### src/rtl/core/seven_segment_dashboard_driver_defines.svh
// assertion macros shared by the dashboard driver rtl
`ifndef SEVEN_SEGMENT_DASHBOARD_DRIVER_DEFINES_SVH
`define SEVEN_SEGMENT_DASHBOARD_DRIVER_DEFINES_SVH

// same-cycle implication, off while reset is held
`define SSDD_ASSERT_IMPLY(lbl, clk, rst_n, ante, cons) \
    lbl: assert property (@(posedge clk) disable iff (!(rst_n)) (ante) |-> (cons)) \
        else $error("implication check failed");

// next-cycle implication, off while reset is held
`define SSDD_ASSERT_NEXT(lbl, clk, rst_n, ante, cons) \
    lbl: assert property (@(posedge clk) disable iff (!(rst_n)) (ante) |=> (cons)) \
        else $error("next-cycle check failed");

`endif

### src/rtl/core/ssdd_pkg.sv
// shared types, constants and digit table for the dashboard driver
package ssdd_pkg;

    localparam int QUEUE_DEPTH = 2;
    localparam int NUM_WORDS   = 5;
    localparam int WORD_W      = 7;
    localparam int WIDX_W      = 3;
    localparam int CFG_IDX_W   = 1;
    localparam int CFG_DATA_W  = 3;

    localparam logic [WIDX_W-1:0] LAST_WORD = WIDX_W'(NUM_WORDS - 1);

    localparam logic [7:0] CMD_DATA_FIXED = 8'h44;
    localparam logic [7:0] CMD_ADDRESS    = 8'hC0;
    localparam logic [7:0] CMD_DISPLAY    = 8'h80;
    localparam logic [7:0] CMD_MODE       = 8'h01;

    localparam logic CMD_UPDATE = 1'b0;
    localparam logic CMD_SETUP  = 1'b1;

    localparam logic [CFG_IDX_W-1:0] CFG_BRIGHTNESS = 1'b0;
    localparam logic [CFG_IDX_W-1:0] CFG_ENABLE     = 1'b1;

    typedef logic [WORD_W-1:0] t_word;

    typedef struct packed {
        logic                       cmd;
        logic [NUM_WORDS-1:0][WORD_W-1:0] words;
    } t_job;

    typedef struct packed {
        logic full;
        logic empty;
    } t_q_stat;

    typedef enum logic [1:0] {
        PH_CMD,
        PH_ADDR,
        PH_DATA
    } t_phase;

    function automatic t_word seg_code(input logic [3:0] digit);
        t_word code;
        unique case (digit)
            4'd0:    code = 7'h7E;
            4'd1:    code = 7'h30;
            4'd2:    code = 7'h6D;
            4'd3:    code = 7'h79;
            4'd4:    code = 7'h33;
            4'd5:    code = 7'h5B;
            4'd6:    code = 7'h5F;
            4'd7:    code = 7'h70;
            4'd8:    code = 7'h7F;
            4'd9:    code = 7'h7B;
            default: code = '0;
        endcase
        return code;
    endfunction

endpackage

### src/rtl/core/ssdd_front.sv
// front end: takes update and setup beats, splits speed into digits, builds display words
module ssdd_front (
    input  logic                  i_clk,
    input  logic                  i_rst_n,
    input  logic                  i_push,
    output logic                  o_full,
    input  logic                  i_cmd,
    input  logic [9:0]            i_speed_tenths,
    input  logic [2:0]            i_battery_level,
    input  logic                  i_unit_kmh,
    input  logic                  i_unit_mph,
    input  logic                  i_bluetooth_mark,
    input  logic                  i_turn_left,
    input  logic                  i_turn_right,
    input  logic                  i_light_mark,
    input  logic                  i_reserved_mark,
    input  logic                  i_maint_red,
    input  logic                  i_maint_green,
    input  ssdd_pkg::t_q_stat     i_q_stat,
    output logic                  o_q_push,
    output ssdd_pkg::t_job        o_q_job
);

    logic        r_s1_vld;
    logic        r_s1_cmd;
    logic [9:0]  r_s1_speed;
    logic [6:0]  r_s1_q10;
    logic [3:0]  r_s1_q100;
    logic [2:0]  r_s1_level;
    logic [8:0]  r_s1_flags;

    logic        w_s1_rdy;
    logic        w_take;
    logic [17:0] w_prod10;
    logic [15:0] w_prod100;
    logic [9:0]  w_rem0;
    logic [6:0]  w_rem1;
    logic [3:0]  w_d0;
    logic [3:0]  w_d1;
    logic [3:0]  w_d2;
    ssdd_pkg::t_word w_word0;
    ssdd_pkg::t_word w_word1;

    assign w_s1_rdy = !r_s1_vld || !i_q_stat.full;
    assign o_full   = !w_s1_rdy;
    assign w_take   = i_push && w_s1_rdy;

    // quotients by 10 and 100 through reciprocal multiplies, exact below 1029
    assign w_prod10  = 18'(i_speed_tenths) * 18'd205;
    assign w_prod100 = 16'(i_speed_tenths) * 16'd41;

    always_ff @(posedge i_clk) begin
        if (!i_rst_n) begin
            r_s1_vld <= 1'b0;
        end else if (w_s1_rdy) begin
            r_s1_vld <= i_push;
        end
    end

    always_ff @(posedge i_clk) begin
        if (w_take) begin
            r_s1_cmd   <= i_cmd;
            r_s1_speed <= i_speed_tenths;
            r_s1_q10   <= w_prod10[17:11];
            r_s1_q100  <= w_prod100[15:12];
            r_s1_level <= i_battery_level;
            r_s1_flags <= {i_maint_green, i_maint_red, i_reserved_mark, i_unit_kmh,
                           i_unit_mph, i_turn_right, i_light_mark, i_bluetooth_mark,
                           i_turn_left};
        end
    end

    assign w_rem0 = r_s1_speed - ({r_s1_q10, 3'b000} + {2'b00, r_s1_q10, 1'b0});
    assign w_rem1 = r_s1_q10 - 7'({r_s1_q100, 3'b000} + {2'b00, r_s1_q100, 1'b0});
    assign w_d0   = w_rem0[3:0];
    assign w_d1   = w_rem1[3:0];
    assign w_d2   = (r_s1_q100 >= 4'd10) ? (r_s1_q100 - 4'd10) : r_s1_q100;

    // flags: green, red, reserved, kmh, mph, right, light, bluetooth, left
    assign w_word0 = {r_s1_level >= 3'd1, r_s1_level >= 3'd2, r_s1_level >= 3'd3,
                      r_s1_level >= 3'd4, r_s1_flags[6], r_s1_flags[7], r_s1_flags[8]};
    assign w_word1 = {r_s1_flags[0], r_s1_flags[1], r_s1_flags[2], r_s1_flags[3],
                      1'b1, r_s1_flags[4], r_s1_flags[5]};

    assign o_q_push       = r_s1_vld && !i_q_stat.full;
    assign o_q_job.cmd    = r_s1_cmd;
    assign o_q_job.words  = {ssdd_pkg::seg_code(w_d2), ssdd_pkg::seg_code(w_d1),
                             ssdd_pkg::seg_code(w_d0), w_word1, w_word0};

endmodule

### src/rtl/core/ssdd_queue.sv
// short job queue between front and back
module ssdd_queue #(
    parameter int Depth = ssdd_pkg::QUEUE_DEPTH
) (
    input  logic               i_clk,
    input  logic               i_rst_n,
    input  logic               i_push,
    input  ssdd_pkg::t_job     i_job,
    input  logic               i_pop,
    output ssdd_pkg::t_job     o_job,
    output ssdd_pkg::t_q_stat  o_stat
);

    localparam int PtrW = (Depth > 1) ? $clog2(Depth) : 1;
    localparam int CntW = $clog2(Depth + 1);
    localparam logic [PtrW-1:0] PtrLast = PtrW'(Depth - 1);
    localparam logic [CntW-1:0] CntFull = CntW'(Depth);

    ssdd_pkg::t_job r_mem [Depth];
    logic [PtrW-1:0] r_wr_ptr;
    logic [PtrW-1:0] r_rd_ptr;
    logic [CntW-1:0] r_count;
    logic [CntW-1:0] n_count;
    logic            w_wr;
    logic            w_rd;

    assign o_stat.full  = (r_count == CntFull);
    assign o_stat.empty = (r_count == '0);
    assign w_wr = i_push && !o_stat.full;
    assign w_rd = i_pop && !o_stat.empty;
    assign o_job = r_mem[r_rd_ptr];

    always_comb begin
        n_count = r_count;
        if (w_wr && !w_rd) begin
            n_count = r_count + 1'b1;
        end else if (w_rd && !w_wr) begin
            n_count = r_count - 1'b1;
        end
    end

    always_ff @(posedge i_clk) begin
        if (!i_rst_n) begin
            r_wr_ptr <= '0;
            r_rd_ptr <= '0;
            r_count  <= '0;
        end else begin
            r_count <= n_count;
            if (w_wr) begin
                r_wr_ptr <= (r_wr_ptr == PtrLast) ? '0 : r_wr_ptr + 1'b1;
            end
            if (w_rd) begin
                r_rd_ptr <= (r_rd_ptr == PtrLast) ? '0 : r_rd_ptr + 1'b1;
            end
        end
    end

    always_ff @(posedge i_clk) begin
        if (w_wr) begin
            r_mem[r_wr_ptr] <= i_job;
        end
    end

endmodule

### src/rtl/core/ssdd_back.sv
// back end: walks the frames of the head job into the output byte register
module ssdd_back (
    input  logic               i_clk,
    input  logic               i_rst_n,
    input  ssdd_pkg::t_job     i_job,
    input  ssdd_pkg::t_q_stat  i_q_stat,
    output logic               o_q_pop,
    input  logic [7:0]         i_ctl_byte,
    input  logic               i_pop,
    output logic               o_empty,
    output logic [7:0]         o_serial_byte,
    output logic               o_strobe_begin,
    output logic               o_strobe_end,
    output logic               o_last_byte
);

    ssdd_pkg::t_phase r_phase;
    ssdd_pkg::t_phase n_phase;
    logic [ssdd_pkg::WIDX_W-1:0] r_word;
    logic [ssdd_pkg::WIDX_W-1:0] n_word;

    logic       r_out_vld;
    logic [7:0] r_out_byte;
    logic       r_out_sb;
    logic       r_out_se;
    logic       r_out_last;

    logic       w_out_rdy;
    logic       w_go;
    logic [7:0] w_byte;
    logic       w_sb;
    logic       w_se;
    logic       w_last;

    assign w_out_rdy = !r_out_vld || i_pop;
    assign w_go      = !i_q_stat.empty && w_out_rdy;
    assign o_q_pop   = w_go && w_last;

    // next state
    always_comb begin
        n_phase = r_phase;
        n_word  = r_word;
        if (w_go) begin
            if (i_job.cmd == ssdd_pkg::CMD_SETUP) begin
                n_phase = (r_phase == ssdd_pkg::PH_CMD) ? ssdd_pkg::PH_ADDR
                                                        : ssdd_pkg::PH_CMD;
            end else begin
                unique case (r_phase)
                    ssdd_pkg::PH_CMD:  n_phase = ssdd_pkg::PH_ADDR;
                    ssdd_pkg::PH_ADDR: n_phase = ssdd_pkg::PH_DATA;
                    ssdd_pkg::PH_DATA: begin
                        n_phase = ssdd_pkg::PH_CMD;
                        n_word  = w_last ? '0 : r_word + 1'b1;
                    end
                    default:           n_phase = ssdd_pkg::PH_CMD;
                endcase
            end
        end
    end

    // beat contents
    always_comb begin
        w_byte = ssdd_pkg::CMD_DATA_FIXED;
        w_sb   = 1'b1;
        w_se   = 1'b1;
        w_last = 1'b0;
        if (i_job.cmd == ssdd_pkg::CMD_SETUP) begin
            if (r_phase == ssdd_pkg::PH_CMD) begin
                w_byte = ssdd_pkg::CMD_MODE;
            end else begin
                w_byte = i_ctl_byte;
                w_last = 1'b1;
            end
        end else begin
            unique case (r_phase)
                ssdd_pkg::PH_CMD: begin
                    w_byte = ssdd_pkg::CMD_DATA_FIXED;
                end
                ssdd_pkg::PH_ADDR: begin
                    w_byte = ssdd_pkg::CMD_ADDRESS | {4'b0000, r_word, 1'b0};
                    w_se   = 1'b0;
                end
                ssdd_pkg::PH_DATA: begin
                    w_byte = {1'b0, i_job.words[r_word]};
                    w_sb   = 1'b0;
                    w_last = (r_word == ssdd_pkg::LAST_WORD);
                end
                default: begin
                    w_byte = ssdd_pkg::CMD_DATA_FIXED;
                end
            endcase
        end
    end

    always_ff @(posedge i_clk) begin
        if (!i_rst_n) begin
            r_phase   <= ssdd_pkg::PH_CMD;
            r_word    <= '0;
            r_out_vld <= 1'b0;
        end else begin
            r_phase <= n_phase;
            r_word  <= n_word;
            if (w_out_rdy) begin
                r_out_vld <= w_go;
            end
        end
    end

    always_ff @(posedge i_clk) begin
        if (w_go) begin
            r_out_byte <= w_byte;
            r_out_sb   <= w_sb;
            r_out_se   <= w_se;
            r_out_last <= w_last;
        end
    end

    assign o_empty        = !r_out_vld;
    assign o_serial_byte  = r_out_byte;
    assign o_strobe_begin = r_out_sb;
    assign o_strobe_end   = r_out_se;
    assign o_last_byte    = r_out_last;

endmodule

### src/rtl/core/seven_segment_dashboard_driver.sv
// path: item -> front stage register -> job queue -> output byte register
// bytes: an update gives 15 bytes, a setup 2 bytes,
//   one byte per cycle out of the single output byte register while a job waits and pop allows
// reset: synchronous, active low; empties front stage, queue and output register,
//   brightness back to 7 and display on
// top level of the dashboard driver: front, job queue, back and control registers
`include "seven_segment_dashboard_driver_defines.svh"

module seven_segment_dashboard_driver #(
    parameter int QueueDepth = ssdd_pkg::QUEUE_DEPTH
) (
    input  logic                            i_clk,
    input  logic                            i_rst_n,
    input  logic                            i_cfg_we,
    input  logic [ssdd_pkg::CFG_IDX_W-1:0]  i_cfg_idx,
    input  logic [ssdd_pkg::CFG_DATA_W-1:0] i_cfg_data,
    input  logic                            push,
    output logic                            full,
    input  logic                            i_cmd,
    input  logic [9:0]                      i_speed_tenths,
    input  logic [2:0]                      i_battery_level,
    input  logic                            i_unit_kmh,
    input  logic                            i_unit_mph,
    input  logic                            i_bluetooth_mark,
    input  logic                            i_turn_left,
    input  logic                            i_turn_right,
    input  logic                            i_light_mark,
    input  logic                            i_reserved_mark,
    input  logic                            i_maint_red,
    input  logic                            i_maint_green,
    output logic                            empty,
    input  logic                            pop,
    output logic [7:0]                      o_serial_byte,
    output logic                            o_strobe_begin,
    output logic                            o_strobe_end,
    output logic                            o_last_byte
);

    logic [2:0]        r_brightness;
    logic              r_display_en;
    logic [7:0]        w_ctl_byte;

    logic              w_q_push;
    logic              w_q_pop;
    ssdd_pkg::t_job    w_push_job;
    ssdd_pkg::t_job    w_head_job;
    ssdd_pkg::t_q_stat w_q_stat;

    always_ff @(posedge i_clk) begin
        if (!i_rst_n) begin
            r_brightness <= 3'd7;
            r_display_en <= 1'b1;
        end else if (i_cfg_we) begin
            unique case (i_cfg_idx)
                ssdd_pkg::CFG_BRIGHTNESS: r_brightness <= i_cfg_data[2:0];
                ssdd_pkg::CFG_ENABLE:     r_display_en <= i_cfg_data[0];
                default:                  r_brightness <= r_brightness;
            endcase
        end
    end

    assign w_ctl_byte = ssdd_pkg::CMD_DISPLAY | {4'b0000, r_display_en, r_brightness};

    ssdd_front u_front (
        .i_clk            (i_clk),
        .i_rst_n          (i_rst_n),
        .i_push           (push),
        .o_full           (full),
        .i_cmd            (i_cmd),
        .i_speed_tenths   (i_speed_tenths),
        .i_battery_level  (i_battery_level),
        .i_unit_kmh       (i_unit_kmh),
        .i_unit_mph       (i_unit_mph),
        .i_bluetooth_mark (i_bluetooth_mark),
        .i_turn_left      (i_turn_left),
        .i_turn_right     (i_turn_right),
        .i_light_mark     (i_light_mark),
        .i_reserved_mark  (i_reserved_mark),
        .i_maint_red      (i_maint_red),
        .i_maint_green    (i_maint_green),
        .i_q_stat         (w_q_stat),
        .o_q_push         (w_q_push),
        .o_q_job          (w_push_job)
    );

    ssdd_queue #(
        .Depth (QueueDepth)
    ) u_queue (
        .i_clk   (i_clk),
        .i_rst_n (i_rst_n),
        .i_push  (w_q_push),
        .i_job   (w_push_job),
        .i_pop   (w_q_pop),
        .o_job   (w_head_job),
        .o_stat  (w_q_stat)
    );

    ssdd_back u_back (
        .i_clk          (i_clk),
        .i_rst_n        (i_rst_n),
        .i_job          (w_head_job),
        .i_q_stat       (w_q_stat),
        .o_q_pop        (w_q_pop),
        .i_ctl_byte     (w_ctl_byte),
        .i_pop          (pop),
        .o_empty        (empty),
        .o_serial_byte  (o_serial_byte),
        .o_strobe_begin (o_strobe_begin),
        .o_strobe_end   (o_strobe_end),
        .o_last_byte    (o_last_byte)
    );

    // every beat belongs to an open or closing frame
    `SSDD_ASSERT_IMPLY(a_frame_edge, i_clk, i_rst_n, !empty, o_strobe_begin || o_strobe_end)
    // final beat of an item closes its frame
    `SSDD_ASSERT_IMPLY(a_last_closes, i_clk, i_rst_n, !empty && o_last_byte, o_strobe_end)
    // front stalls only behind a full queue
    `SSDD_ASSERT_IMPLY(a_full_cause, i_clk, i_rst_n, full, w_q_stat.full && !w_q_stat.empty)
    // brightness write lands in the control byte
    `SSDD_ASSERT_NEXT(a_cfg_bright, i_clk, i_rst_n,
        i_cfg_we && (i_cfg_idx == ssdd_pkg::CFG_BRIGHTNESS),
        w_ctl_byte[2:0] == $past(i_cfg_data[2:0]))

endmodule
### config.mk
export PLATFORM = sky130hd
export DESIGN_NAME = seven_segment_dashboard_driver
export DESIGN_NICKNAME = d
export VERILOG_FILES = /design/src/rtl/core/ssdd_pkg.sv /design/src/rtl/core/ssdd_front.sv /design/src/rtl/core/ssdd_queue.sv /design/src/rtl/core/ssdd_back.sv /design/src/rtl/core/seven_segment_dashboard_driver.sv
export VERILOG_INCLUDE_DIRS = /design/src /design/src/rtl/core
export SDC_FILE = /design/constraint.sdc
export NUM_CORES = 1
export LEC_CHECK = 0
export BUFFER_PORTS_ARGS = -buffer_cell sky130_fd_sc_hd__buf_2
export CAP_MARGIN = 20
export CORE_ASPECT_RATIO = 0.5
export CORE_UTILIZATION = 45
export CTS_CLUSTER_DIAMETER = 80
export DETAILED_ROUTE_END_ITERATION = 16
export PLACE_DENSITY_LB_ADDON = 0.1
export SYNTH_ARGS = -nofsm -noshare
export SYNTH_HDL_FRONTEND = slang
export SYNTH_SLANG_ARGS = --single-unit
### constraint.sdc
create_clock -name i_clk -period 3.45 [get_ports i_clk]
set_input_delay 0.1725 -clock i_clk [delete_from_list [all_inputs] [get_ports i_clk]]
set_output_delay 0.1725 -clock i_clk [all_outputs]
set_load 0.01 [all_outputs]
==> results.json <==
{
  "status": "completed",
  "pre_cts_ws_ns": -0.275,
  "synth-seq-area-share_pct": 47.2,
  "power_uw": 6350,
  "criticalPathCategory": "input pin to flop",
  "p_switching_uw": 2110,
  "min_path_type": "input pin to flop",
  "leakage_uw": 0.00384,
  "crit_required_ns": 3.70,
  "htree_num_levels": 4,
  "cts_max_path_buffers": 2,
  "syn_area_per_cell_sq_um": 12.7,
  "clkSinkCount": 122,
  "synth.net_count": 739,
  "die_h_um": 92.8,
  "grt_pass1_vias": 4481,
  "syn_to_final_growth_pct": 19.7,
  "min_period_ns": 3.27,
  "detail-route-antenna-nets": 0,
  "gr-total-overflow": 0,
  "fillCellCount": 1363,
  "synth-edff-count": 106,
  "tightest_slew_ns": 0.593,
  "start_util_pct": 47.1,
  "grt_max_degree": 37,
  "ys_async_sr_fraction_pct": 0,
  "rsz0062_at_grt": "no",
  "multi_input_area_sq_um": 3550,
  "synth_area_leaders": "edfxtp_1 43%, ha_1 17%, fa_1 5.7%",
  "relSlewSlack_pct": 60.2,
  "place.gp.congestion": 0.802,
  "die_w_um": 184,
  "n_antenna_cell": 0,
  "post_drt_wl_per_cell_um": 15.2,
  "switching_share_pct": 33.3,
  "cts_buffers": 17,
  "ys_ff_latch": 122,
  "max_freq_mhz": 306,
  "drv_slew": 0,
  "whs_ns": 0.0351,
  "wirelength_um": 14000,
  "yosysTopAreaCell": "edfxtp_1",
  "worstPathArrival_ns": 3.52,
  "yosys.cell_types.count": 61,
  "cp-end-kind": "flop",
  "dpl-instance-area_sq_um": 8090,
  "root_buffer": "clkbuf_16",
  "final_layout_size_suffix_gt1_share_pct": 19.4,
  "grtUsageTotal_pct": 17.8,
  "clock_skew_ns": 0.00757,
  "p_int_uw": 4230,
  "portBuffers": 44,
  "ir_drop_mv": 0.406,
  "drc": 0,
  "tns_ns": 0,
  "antenna_found_initial": 0,
  "ys.flop_type": "edfxtp_1",
  "grt_first_pass_wirelength_um": 22500,
  "finalNetCount": 836,
  "cp_max_fo": 4,
  "vias_per_cell": 4.89,
  "rows": 32,
  "fin_ws_ns": 0.183,
  "hold_violations": 0,
  "clk_latency_ns": 0.41,
  "pwr-share-seq_pct": 34.2,
  "syn_inst": 585,
  "ios": 45,
  "post-route-period-util_pct": 94.7,
  "vias": 4478,
  "register_area_sq_um": 3500,
  "maxCapViolCount": 0,
  "core-area_sq_um": 15800,
  "power.density_nw_per_um2": 715,
  "fin_area_sq_um": 8880,
  "syn-cell-area_sq_um": 7420,
  "clkPwrFrac_pct": 27.6,
  "yosysWarnings": 0,
  "power_frac_comb_pct": 38.2,
  "yosysTopAreaCellShare_pct": 42.9,
  "cts_tree": "yes",
  "dr.pass1.iters": 6,
  "dr.first_iter.drc_count": 185,
  "path_clk_slew_ns": 0.05,
  "dp_hpwl_um": 10200,
  "cp-start-kind": "input pin",
  "die-area_sq_um": 17000,
  "finalSetupViolCount": 0
}
power by group through the flow:
stage | Sequential [uW] | Clock (uW) | Combinational (uW)
final | 2170 | 1750 | 2420
after global routing | 2190 | 1860 | 2770
after floorplan | 2180 | 0 | 1800
after global placement | 2190 | 0 | 2360
after detailed placement | 2200 | 0 | 2390
after CTS | 2180 | 1790 | 2430
layout by cell type, fill, tap and decap left out, types with 6 or more instances in the layout:
cell,count
nand2_1,28
ha_1,99
mux2i_1,23
inv_1,90
xnor2_1,20
nor2b_1,6
buf_4,26
dlygate4sd3_1,17
a21oi_1,14
buf_2,44
o21ai_0,12
dfxtp_1,16
nor2_1,24
clkbuf_16,17
mux4_2,13
nand3_1,8
fa_1,21
edfxtp_1,106
cells in the mapped netlist, types with 2 or more instances:
| cell | number |
|---|---|
| nor3b_1 | 3 |
| nand2_1 | 28 |
| o21ai_0 | 13 |
| mux2_2 | 2 |
| a21oi_1 | 15 |
| nor2_1 | 25 |
| clkbuf_1 | 6 |
| and2_1 | 5 |
| and3_1 | 3 |
| buf_6 | 3 |
| xnor2_1 | 20 |
| nor2b_1 | 7 |
| xnor2_2 | 2 |
| edfxtp_1 | 106 |
| o22ai_1 | 4 |
| nand3_1 | 8 |
| fa_1 | 21 |
| a22o_1 | 2 |
| xor2_1 | 4 |
| nor3_1 | 4 |
| a41oi_1 | 2 |
| mux2i_1 | 23 |
| o2111ai_1 | 2 |
| a32oi_1 | 2 |
| inv_1 | 91 |
| mux4_2 | 13 |
| a211oi_1 | 3 |
| nand2b_1 | 2 |
| dfxtp_1 | 16 |
| nand3b_1 | 3 |
| a31oi_1 | 2 |
| or3_1 | 4 |
| o221ai_1 | 3 |
| a21boi_0 | 2 |
| o21a_1 | 3 |
| o21ai_1 | 3 |
| a21o_1 | 5 |
| inv_2 | 2 |
| ha_1 | 101 |
metal layers:
metal	GRT usage (%)	up-vias	wire length, um
li1	-	2276	-
met1	23.4	2122	6950
met2	29.5	71	6420
met3	4.01	9	456
met4	5.21	0	138
met5	0	-	0
logic make-up after synthesis:
kind of cell	after synthesis	share of synthesized area, %
compound gates	73	6.83
mux	40	7.85
simple gates	99	6.64
buf+inv	103	5.53
xor+xnor	26	3.27
flops	122	47.2
fa+ha+maj	122	22.7
final cells by class:
class	instances	area share [%]
inverter	93	3.93
clock buffer	19	5.10
sequential	122	39.4
clock inverter	13	1.61
multi-input combinational	360	40.0
timing repair buffer	88	6.82
tap	221	3.11
repair_timing:
action / 4_1_cts / 5_1_grt
setup buffers: 0 / 1
resized for setup: 0 / 0
setup endpoints to repair: 0 / 1
hold buffers: 17 / 0
endpoints found under the hold margin: 17 / 0
sequential cells by signal, summed over array words and instances, names as in the netlist, 2 cells and up, named ones only:
name,flops
u_back.r_word,3
u_front.r_s1_speed,4
u_front.r_s1_q100,4
u_front.r_s1_q10,4
r_brightness,3
u_front.r_s1_level,3
u_queue.r_mem,70
u_back.r_phase,2
u_front.r_s1_flags,9
u_queue.r_count,2
u_back.o_serial_byte,8
final timing paths:
path	from	endpoint	slack, ns	cells after the start
worst max register to register	flop	u_queue.r_count[1]	0.97	6
worst min register to register	u_front.r_s1_flags[0]	u_queue.r_mem[0][12]	0.44	0
worst min-delay path	i_cfg_we	r_display_en	0.04	3
worst max-delay path	i_speed_tenths[4]	u_front.r_s1_q10[3]	0.18	13
critical path: stages:
cell and delay [ns]:
buf_2 0.13, ha_1 0.32, ha_1 0.29, inv_1 0.05, fa_1 0.50, fa_1 0.54
inv_1 0.04, ha_1 0.29, and4_1 0.17, a32oi_1 0.24, a211oi_1 0.13, or4_1 0.48
a32oi_1 0.15
per-stage QoR:
step	instances	util, %
after floorplan	585	-
after global placement	865	51.3
after detailed placement	865	51.3
after CTS	914	56.1
after global routing	916	56.3
final	916	56.3
(Power assumes the default switching activity.)
